--- config.mk ---
export PLATFORM = sky130hd
export DESIGN_NAME = rtlu_ctrl
export DESIGN_NICKNAME = d
export VERILOG_FILES = /design/src/design/rtlu_pkg.sv /design/src/design/rtlu_ctrl.sv
export SDC_FILE = /design/constraint.sdc
export NUM_CORES = 1
export LEC_CHECK = 0
export ABC_AREA = 1
export BUFFER_PORTS_ARGS = -buffer_cell sky130_fd_sc_hd__clkbuf_2
export CAP_MARGIN = 5
export CORE_AREA = 2 2 39 41
export DETAILED_ROUTE_END_ITERATION = 8
export DIE_AREA = 0 0 41 43
export PLACE_DENSITY = 0.51
export SETUP_SLACK_MARGIN = 0.15
export SYNTH_ARGS = -nofsm -noshare
export SYNTH_HDL_FRONTEND = slang
export SYNTH_SLANG_ARGS = --single-unit
--- constraint.sdc ---
create_clock -name clk -period 1.4 [get_ports clk]
set_input_delay 0.28 -clock clk [delete_from_list [all_inputs] [get_ports clk]]
set_output_delay 0.28 -clock clk [all_outputs]
set_load 0.1 [all_outputs]
--- src/design/rtlu_pkg.sv ---
package rtlu_pkg;

  // Table geometry
  localparam int TABLE_ENTRIES = 64;
  localparam int ADDR_BITS     = 48;

  // Fixed field widths
  localparam int TAG_W     = 16;
  localparam int IN_ADDR_W = 64;
  localparam int SIZE_W    = 48;
  localparam int SEG_W     = 48;
  localparam int END_W     = 49;
  localparam int STAT_W    = 3;
  localparam int CNT_OUT_W = 7;

  // Derived widths
  localparam int IDX_W = (TABLE_ENTRIES > 1) ? $clog2(TABLE_ENTRIES) : 1;
  localparam int CNT_W = $clog2(TABLE_ENTRIES + 1);
  localparam int SUM_W = ((ADDR_BITS > SIZE_W) ? ADDR_BITS : SIZE_W) + 1;

  typedef logic [ADDR_BITS-1:0] addr_t;
  typedef logic [SIZE_W-1:0]    size_t;
  typedef logic [TAG_W-1:0]     tag_t;
  typedef logic [CNT_W-1:0]     cnt_t;
  typedef logic [IDX_W-1:0]     idx_t;

  typedef enum logic [1:0] {
    OP_INSERT = 2'd0,
    OP_FREE   = 2'd1,
    OP_REMAP  = 2'd2,
    OP_FETCH  = 2'd3
  } op_t;

  typedef enum logic [STAT_W-1:0] {
    ST_OK       = 3'd0,
    ST_NOID     = 3'd1,
    ST_MISMATCH = 3'd2,
    ST_RANGE    = 3'd3,
    ST_FULL     = 3'd4
  } status_t;

  typedef struct packed {
    tag_t  tag;
    addr_t start;
    size_t size;
  } entry_t;

  localparam int ENTRY_W = $bits(entry_t);

  typedef enum logic [2:0] {
    S_IDLE,
    S_INSERT,
    S_SCAN,
    S_EVAL,
    S_FCHK,
    S_SHIFT,
    S_DONE
  } ctl_state_t;

  // controller -> datapath
  typedef struct packed {
    logic load;
    logic ins_write;
    logic scan_en;
    logic eval;
    logic fchk;
    logic shift_en;
    logic publish;
  } ctl_cmd_t;

  // datapath -> controller
  typedef struct packed {
    op_t  op;
    logic hit;
    logic scan_end;
    logic mismatch;
    logic shift_done;
    logic out_free;
  } dp_sts_t;

endpackage

--- src/design/rtlu_ctrl.sv ---
module rtlu_ctrl import rtlu_pkg::*; (
  input  logic       clk,
  input  logic       rst_n,
  input  logic       in_valid,
  input  logic [1:0] in_op,
  output logic       in_ready,
  input  dp_sts_t    sts,
  output ctl_cmd_t   cmd
);

  ctl_state_t state_r, state_nxt;

  always_ff @(posedge clk) begin
    if (!rst_n) begin
      state_r <= S_IDLE;
    end else begin
      state_r <= state_nxt;
    end
  end

  // next state
  always_comb begin
    state_nxt = state_r;
    unique case (state_r)
      S_IDLE: begin
        if (in_valid) begin
          state_nxt = (op_t'(in_op) == OP_INSERT) ? S_INSERT : S_SCAN;
        end
      end
      S_INSERT: state_nxt = S_DONE;
      S_SCAN: begin
        priority if (sts.hit)      state_nxt = S_EVAL;
        else if     (sts.scan_end) state_nxt = S_DONE;
        else                       state_nxt = S_SCAN;
      end
      S_EVAL: begin
        priority if (sts.op == OP_FETCH)                  state_nxt = S_FCHK;
        else if     (sts.op == OP_FREE && !sts.mismatch)  state_nxt = S_SHIFT;
        else                                              state_nxt = S_DONE;
      end
      S_FCHK:  state_nxt = S_DONE;
      S_SHIFT: begin
        if (sts.shift_done) begin
          state_nxt = S_DONE;
        end
      end
      S_DONE: begin
        if (sts.out_free) begin
          state_nxt = S_IDLE;
        end
      end
      default: state_nxt = S_IDLE;
    endcase
  end

  // outputs
  always_comb begin
    cmd      = '0;
    in_ready = 1'b0;
    unique case (state_r)
      S_IDLE: begin
        in_ready = 1'b1;
        cmd.load = in_valid;
      end
      S_INSERT: cmd.ins_write = 1'b1;
      S_SCAN:   cmd.scan_en   = 1'b1;
      S_EVAL:   cmd.eval      = 1'b1;
      S_FCHK:   cmd.fchk      = 1'b1;
      S_SHIFT:  cmd.shift_en  = 1'b1;
      S_DONE:   cmd.publish   = sts.out_free;
      default: begin
        cmd = '0;
      end
    endcase
  end

endmodule

======== After elaboration in Yosys (flattened, before gate mapping) ========
Index checks and enable logic that the tools add are counted.
operators by class
  reductions and logical operators ........ 6
  muxes and demuxes ....................... 17
  equal/unequal tests ..................... 11
operators by type and width
  kind                count
  $pmux 3 s6          1
  $mux 3              5
  $eq 3x3->1 const B  3
  $mux 1              8
  $eq 3x2->1 const B  2
  $mux 2              3
  $ne 2x2->1 const B  3
  $eq 3x1->1 const B  1
  $logic_not 3->1     1
  $reduce_and 3->1    1
  $eq 2x1->1 const B  1
  $eq 2x2->1 const B  1
  $logic_not 2->1     1
  $reduce_or 2->1     1
  $logic_and 1x1->1   1
  $logic_not 1->1     1
storage, ports and cells
  bits of input ports ..................... 12
  word-level logic and storage cells ...... 35
  register bits after elaboration ......... 3
  output and inout bits ................... 8

======== Depth between registers and ports, before layout ========
  depth after elaboration ................. 5
  mapped depth ............................ 7
  gate-level depth less buffers ........... 7

======== Worst setup path after synthesis ========
Ideal clock, no wire load.
  path type ............................... flip-flop to output port
  start point ............................. register state_r[1]
  end point ............................... output port cmd[0] (netlist bit)
  setup slack ............................. -1.648 ns
  cell stages (with the launch flop) ...... 4
  data arrival time ....................... 2.768 ns
  path buffers ............................ 1
  path through ............................ dfxtp_1 > buf_2 > nand2_1 > nor3b_1
RTL lines
  what                    RTL line         source
  from (decl)             rtlu_ctrl.sv:11  ctl_state_t state_r, state_nxt;
  from (signal assigned)  rtlu_ctrl.sv:17  state_r <= state_nxt;
  to (decl)               rtlu_ctrl.sv:8   output ctl_cmd_t cmd

==> impl_metrics.toml <==
[run_status]
run_status = "finished with violations"
violations = "setup timing"

[critical_path]
reg2regPathDepth = 8
path_class = "register to primary output"
worstPathCellList = "nor2_4, inv_4, nor3_4, buf_12"
reg2reg_slack_ps = 180
crit_path_top_delay_cell = "dfxtp_4"
r2r-start = "state_r[1]$_SDFFE_PN0P_"
path_buf_inv = 2
cpPeakStageDelay_ps = 360
r2r-end = "state_r[0]$_SDFFE_PN0P_"
cp.required_ps = 1120
critical_path_arrival_ps = 1150
path_depth = 4
path_delay_family = "flip-flops"
cp_max_fo = 5
endpoint_kind = "primary output"
start_kind = "register"

[floorplanning]
core-area_um2 = 1380
io_pins = 20
num_rows = 14
dieWidth_um = 41
start_util_pct = 20.7
die_area_um2 = 1760
dieHeight_um = 43

[synth]
ys_ff_latch = 3
yosysTopAreaCell = "nand2_1"
ys_types = 13
synthArstFlopShare_pct = 0
synth_edf_count = 0
synth.top_cell.area_share_pct = 26.2
synthesis.nets = 66
avgSynthCellArea_um2 = 5.31
synth_ff_type = "dfxtp_1"
syn_inst = 54
netlist_area_um2 = 287
ys_top_cells_by_count = "nand2_1 (20), inv_1 (7), nor2_1 (6)"
synth.yosys.warnings = 0
seq_area_frac_synth_pct = 21.0
yosys-top-cells-area = "nand2_1 (26%), dfxtp_1 (21%), inv_1 (9.2%)"
synth.most_common_cell = "nand2_1"

[sta]
slew_viol_final = 0
rsz0062_at_grt = "yes"
fin_setup_tns_ps = -46.3
final.period_utilization_pct = 102
finalHoldViolCount = 0
tightestPinTransition_ps = 267
final.setup.worst_slack_ps = -31.9
finalCriticalPeriod_ps = 1430
fin_worst_skew_ps = 5.84
finalSetupViolCount = 2
clock.fmax_mhz = 698
relSlewSlack_pct = 82.1
whs_ps = 303

[power]
p_per_area_nw_per_um2 = 1210
peakVddDrop_v = 0.000557
cellLeakagePower_nw = 0.377
p_total_mw = 0.905

[clocking]
cts_tree = "yes"
holdBufCountCts = 0
clkSlewWorstSetupHoldPaths_ps = 40
cts_sinks = 3
cts_buffer_depth = 2
clkLatencyLatePin_ps = 240
numCtsBuffers = 3
root_buffer = "clkbuf_4"
htree_levels = 1

[place]
hpwlAfterDp_um = 709
dp.cells = 89
portBuffers = 19
gp_congestion = 0.720
placed_area_um2 = 613
place_ws_ps = 106

[drt]
drcViolationCount = 0
avgViaCountPerCell = 4.22
firstDrtPassIters = 2
dr.first_iter.drc_count = 10
antenna_left = 0
totalWireLength_um = 970
wl_per_cell_um = 9.33
vias = 439

[global_route]
antenna_found_initial = 0
grt_max_degree = 7
grt_use_total_pct = 12.7
overflow = 0
grt_pass1_wl_mm = 1.55
grt_pass1_vias = 424

[worst_hold_path]
whs_endpoint = "state_r[2]$_SDFFE_PN0P_"
hold_path.startpoint = "rst_n"
whs_path_depth = 3
hold_class = "primary input to register"

[final_layout]
stdcell_area_um2 = 747
fin_util_pct = 54.0
finalNetCount = 101
drive_above_1_share_pct = 61.4
reg_top3 = "state_r x3"
syn2layout_area_growth_pct = 161
largest_register_ffs = 3
diodes = 0
regMostFlops = "state_r"
stdcell_count = 104

[job]
drv_cap = 0
-- repair_timing --
action,4_1_cts,5_1_grt
gates cloned,0,0
resized for setup,4,4
pin swaps,5,6
setup endpoints to repair,8,11
buffers inserted,8,3
-- worst register-to-register path: cells and delay by family (launching register included) --
family | cells | cell delay [ps]
AOI/OAI and AO/OA | 1 | 140
buffers and inverters | 2 | 260
DFF | 1 | 390
and+or+nand+nor | 5 | 360
-- metal layers --
layer	GRT usage, %	up-vias	share of wire [%]
li1	-	235	-
met1	16.5	189	41
met2	19.7	15	52
met3	1.57	0	6.8
met4	6.00	0	0
met5	0	-	0
-- area by class of cell --
type | count | area (µm²)
Clock buffer | 4 | 26.3
Fill cell | 131 | 637
Inverter | 8 | 32.5
Multi-Input combinational cell | 42 | 280
Sequential cell | 3 | 71.3
Tap cell | 16 | 20.0
Timing Repair Buffer | 31 | 317
-- placed cells by master (no fill, tap or decap), drive strengths merged --
| cell type | synthesis | layout |
|---|---|---|
| nand2 | 20 | 20 |
| buf | 1 | 20 |
| clkbuf | 0 | 15 |
| nor2 | 10 | 10 |
| inv | 8 | 8 |
| nand3 | 4 | 4 |
| a21oi | 4 | 4 |
| dfxtp | 3 | 3 |
| nor3 | 2 | 2 |
| nor3b | 1 | 1 |
| nand4 | 1 | 1 |
-- where the power goes --
part	internal (mW)	switching, mW	total (mW)
Clock	0.107	0.0503	0.158
Combinational	0.245	0.372	0.617
Sequential	0.102	0.0288	0.131
Total	0.454	0.451	0.905
-- worst max path at each step --
| stage | to | slack [ps] | start |
|---|---|---|---|
| 3_3_place_gp | cmd[6] | 120 | state_r[2]$_SDFFE_PN0P_ |
| 6_report | cmd[6] | -30 | state_r[0]$_SDFFE_PN0P_ |
| 3_5_place_dp | cmd[6] | 110 | state_r[2]$_SDFFE_PN0P_ |
| 4_1_cts | cmd[0] | -30 | state_r[0]$_SDFFE_PN0P_ |
| 5_1_grt | cmd[6] | -80 | state_r[0]$_SDFFE_PN0P_ |
| 2_1_floorplan | cmd[0] | -270 | state_r[1]$_SDFFE_PN0P_ |
-- kinds of logic (layout without fill, tap and decap cells) --
logic type	after synthesis	after routing	synth area share [%]
compound gates	4	4	6.99
buf+inv	9	43	12.2
flops	3	3	21.0
simple gates	38	38	59.8
Power figures use the tool's default switching activity.
